$ cat src/sv/knn_graph_insert_macros.svh
// Assertion macros for the k-nearest-neighbor graph block.
// Used by the top level; relies on clk and arst_n being in scope.
`ifndef KNN_GRAPH_INSERT_MACROS_SVH
`define KNN_GRAPH_INSERT_MACROS_SVH
`ifndef ASSERT_OFF
// Same-cycle implication, checked while out of reset.
`define KNN_ASSERT(lbl, ante, cons) \
	lbl: assert property (@(posedge clk) disable iff (!arst_n) (ante) |-> (cons)) \
	else $error("knn assertion failed");
// Next-cycle implication, checked while out of reset.
`define KNN_ASSERT_NEXT(lbl, ante, cons) \
	lbl: assert property (@(posedge clk) disable iff (!arst_n) (ante) |=> (cons)) \
	else $error("knn assertion failed");
`else
`define KNN_ASSERT(lbl, ante, cons)
`define KNN_ASSERT_NEXT(lbl, ante, cons)
`endif
`endif

$ cat src/sv/knn_pkg.sv
// Shared constants, command codes and list types for the k-nearest-neighbor graph block.
// No dependencies.
package knn_pkg;
	localparam int MAX_POINTS = 256;
	localparam int MAX_LIST   = 16;
	localparam int NODE_W     = 8;
	localparam int SLOT_W     = 4;
	localparam int CNT_W      = 5;
	localparam int DIST_W     = 34;
	localparam int COORD_W    = 16;
	localparam int HELD_W     = 9;

	// Command kinds carried by the kind field.
	localparam logic KIND_ADD  = 1'b0;
	localparam logic KIND_READ = 1'b1;

	typedef struct packed {
		logic [NODE_W-1:0] idx;
		logic [DIST_W-1:0] sqd;
	} entry_t;

	// One node's neighbor list: count and entries sorted by distance.
	typedef struct packed {
		logic [CNT_W-1:0]               cnt;
		entry_t [MAX_LIST-1:0]          ent;
	} row_t;
endpackage

$ cat src/sv/knn_list_ins.sv
// Sorted insertion of one neighbor into one neighbor list, all lanes at once.
// Depends on knn_pkg.
module knn_list_ins import knn_pkg::*; (
	input  row_t              row_in,
	input  logic [NODE_W-1:0] nb,
	input  logic [DIST_W-1:0] new_sqd,
	input  logic [CNT_W-1:0]  limit,
	output row_t              row_out,
	output logic              taken
);
	logic [MAX_LIST-1:0] ahead;
	logic [SLOT_W-1:0]   last;
	entry_t              ins;

	// Entries that stay ahead of the new one form a prefix of the list.
	always_comb begin
		for (int j = 0; j < MAX_LIST; j++) begin
			ahead[j] = (CNT_W'(j) < row_in.cnt) && (row_in.ent[j].sqd <= new_sqd);
		end
	end

	assign last      = SLOT_W'(row_in.cnt - CNT_W'(1));
	assign ins.idx   = nb;
	assign ins.sqd   = new_sqd;
	// A full list takes the entry only if its furthest one is strictly further.
	assign taken     = (row_in.cnt < limit) || !ahead[last];

	// Keep the prefix, place the new entry, shift the rest down one slot.
	always_comb begin
		row_out.cnt = (row_in.cnt < limit) ? row_in.cnt + CNT_W'(1) : row_in.cnt;
		row_out.ent[0] = ahead[0] ? row_in.ent[0] : ins;
		for (int j = 1; j < MAX_LIST; j++) begin
			if (ahead[j]) begin
				row_out.ent[j] = row_in.ent[j];
			end else if (ahead[j-1]) begin
				row_out.ent[j] = ins;
			end else begin
				row_out.ent[j] = row_in.ent[j-1];
			end
		end
	end
endmodule

$ cat config.mk
export PLATFORM = sky130hd
export DESIGN_NAME = knn_list_ins
export DESIGN_NICKNAME = d
export VERILOG_FILES = /design/src/sv/knn_graph_insert_macros.svh /design/src/sv/knn_pkg.sv /design/src/sv/knn_list_ins.sv
export SDC_FILE = /design/constraint.sdc
export NUM_CORES = 2
export LEC_CHECK = 0
export ABC_AREA = 1
export BUFFER_PORTS_ARGS = -buffer_cell sky130_fd_sc_hd__buf_2
export CAP_MARGIN = 20
export CORE_AREA = 8 8 545 547
export DETAILED_ROUTE_END_ITERATION = 16
export DIE_AREA = 0 0 553 555
export PLACE_DENSITY = 0.3
export SETUP_SLACK_MARGIN = 0.4
export SLEW_MARGIN = 25
export SYNTH_ARGS = -nofsm -noshare
export SYNTH_HDL_FRONTEND = slang
export SYNTH_SLANG_ARGS = --single-unit
$ cat constraint.sdc
create_clock -name vclk -period 6.9
set_input_delay 2.07 -clock vclk [all_inputs]
set_output_delay 2.07 -clock vclk [all_outputs]
set_load 0.01 [all_outputs]
==> results.sh <==
export IMPL_ys_warn_count=0
export IMPL_ff_latch_area_um2=0
export IMPL_outcome="finished with violations"
export IMPL_port_buffers=1402
export IMPL_grt_overflow=0
export IMPL_seq_cells=0
export IMPL_power_density_nw_per_um2=133.3
export IMPL_num_rows=198
export IMPL_drt_antenna_violating_nets=0
export IMPL_synth_adder_area_share=0.2417
export IMPL_grt_pass1_vias=47308
export IMPL_via_per_inst=4.303
export IMPL_arrival_ns=5.16
export IMPL_worst_setup_path_end_kind="output pin"
export IMPL_grt_pass1_wl_mm=468.5
export IMPL_synth_simple_gate_area_frac=0.2495
export IMPL_p_leak_nw=29.41
export IMPL_synth_top_area_share=0.2417
export IMPL_fmaxAchievable_mhz=138.3
export IMPL_syn_area_per_cell_um2=5.499
export IMPL_clkbuf_count=0
export IMPL_first_iter_violations=3857
export IMPL_drv_slew=0
export IMPL_layout_nets=8699
export IMPL_drive_above_1_share=0.4506
export IMPL_syn_num_nets=6451
export IMPL_io_pins=1402
export IMPL_gp_congestion=0.9474
export IMPL_drtPass1Iterations=5
export IMPL_crit_buf_inv=7
export IMPL_die_width_um=553
export IMPL_setup_viol=401
export IMPL_wl_per_cell_um=33.71
export IMPL_synth_cell_types=34
export IMPL_critical_path_top_delay_family="simple AND/OR/NAND/NOR gates"
export IMPL_path_cells="buf_12, inv_12, buf_12, buf_12, ha_4, nand2_4, nor2_4, buf_6, nand4_1, nor2_4, buf_6, nand4_1, nand2_4, nand2_8, o211ai_1, o21ai_1, buf_2"
export IMPL_violations="negative setup slack"
export IMPL_die_area_um2=306900
export IMPL_initial_core_util=0.09855
export IMPL_synthMuxAreaShare=0
export IMPL_worstMarginPinSlew_ns=1.085
export IMPL_hold_violations=0
export IMPL_syn2layout_area_growth_pct=106.1
export IMPL_synth_top_family_by_area="compound AO/OA/AOI/OAI gates"
export IMPL_ys_seq_area_frac=0
export IMPL_drcViolationCount=0
export IMPL_wl_mm=379.9
export IMPL_slew_headroom=0.2763
export IMPL_criticalPathCategory="in2out"
export IMPL_core_um2=288900
export IMPL_critical_path_peak_fanout=7
export IMPL_crit_top_cell="buf_12"
export IMPL_grt_max_degree=51
export IMPL_grt_usage=0.2255
export IMPL_multi_input_area_um2=28280
export IMPL_dp_cells=10914
export IMPL_critPathLaunchType="primary input"
export IMPL_nFillCells=33206
export IMPL_synth_area_leaders="ha_1 24%, nand2_1 18%, o211ai_1 13%"
export IMPL_cts_hold_buf=0
export IMPL_grt_antenna_before_repair=129
export IMPL_fin_ws_ns=-0.3320
export IMPL_fin_area_um2=58680
export IMPL_cpMaxStageDelayCell="o211ai_1"
export IMPL_drv_cap=0
export IMPL_fp_dieH_um=555
export IMPL_synthesis_instances=5177
export IMPL_synth_compound_area_frac=0.3336
export IMPL_layout_common_cells="1276 x buf_2, 1191 x nand2_1, 798 x inv_1"
export IMPL_vias=48506
export IMPL_pre_cts_slack_ns=-1.295
export IMPL_required_ns=4.83
export IMPL_rsz0062_at_grt="yes"
export IMPL_min_period_over_period=1.048
export IMPL_hp_class="in2out"
export IMPL_stdcell_count=11272
export IMPL_layout_commonest_cell="buf_2"
export IMPL_yosys_area_top_type="ha_1"
export IMPL_dp_hpwl_mm=323.6
export IMPL_max_stage_delay_ns=0.47
export IMPL_peakVddDrop_mv=0.05482
export IMPL_synth_area_um2=28470
export IMPL_placed_cell_area_um2=47080
export IMPL_min_period_ns=7.232
export IMPL_synthXorXnorAreaFrac=0.001846
==> power by group <==
| part | switching (mW) | internal (mW) |
|---|---|---|
| logic | 4.61 | 3.21 |
| clock network | 0 | 0.000000501 |
| registers | 0 | 0 |
==> routing by layer <==
metal,vias up,share of wire,track usage
li1,22017,-,-
met1,23708,0.42,0.2830
met2,2303,0.48,0.3940
met3,436,0.062,0.04168
met4,42,0.040,0.06130
met5,-,0.00069,0
==> final timing paths <==
kind	start	end	cells after the start
max	new_sqd[25]	row_out[204]	17
min	row_in[626]	row_out[626]	4
==> cell families after synthesis <==
kind of cell / Yosys count
AND/OR/NAND/NOR: 1812
AO/OA/AOI/OAI: 1607
buffers and inverters: 1202
adder cells (fa/ha/maj): 550
XOR/XNOR: 6
==> synthesized netlist by cell type, drive strengths merged <==
cell,count
nand2,1414
inv,846
o21ai,758
ha,550
o211ai,507
a21oi,250
nor2,243
buf,195
clkbuf,161
nand3,83
a31oi,43
nand4,29
a21o,25
nor3,24
o21a,11
o21bai,10
and2,7
nor4,7
xor2,5
a21boi,2
nand3b,2
nor3b,2
nand2b,1
o31ai,1
xnor2,1
==> worst min-delay path: cells and delay by family <==
kind                   cells  cell delay, ns
buffers and inverters      2            0.22
AO/OA/AOI/OAI              1            0.06
AND/OR/NAND/NOR            1            0.06
==> area by class of cell <==
cell class | count | share of cell area
Multi-Input combinational cell | 3979 | 0.4820
Timing Repair Buffer | 2598 | 0.3765
Tap cell | 3800 | 0.08102
Inverter | 846 | 0.05844
Antenna cell | 49 | 0.002089
==> through the flow <==
step / hold WS [ns] / util / TNS (ns) / total power, mW
4_1_cts: 4.470 / 0.1781 / -71.84 / 6.892
2_1_floorplan: 4.220 / - / 0 / 2.375
3_5_place_dp: 4.469 / 0.1630 / -349.43 / 6.233
5_1_grt: 4.497 / 0.2029 / -94.03 / 8.265
3_3_place_gp: 4.481 / 0.1629 / -399.04 / 6.237
6_report: 4.479 / 0.2032 / -47.15 / 7.820
==> repair_timing <==
item / CTS / global route
endpoints found under the setup margin: 673 / 673
gates resized for setup: 699 / 1129
gates cloned: 40 / 59
setup buffers: 76 / 134
pin swaps: 102 / 225
No activity file was read; power rests on OpenSTA's default activity.
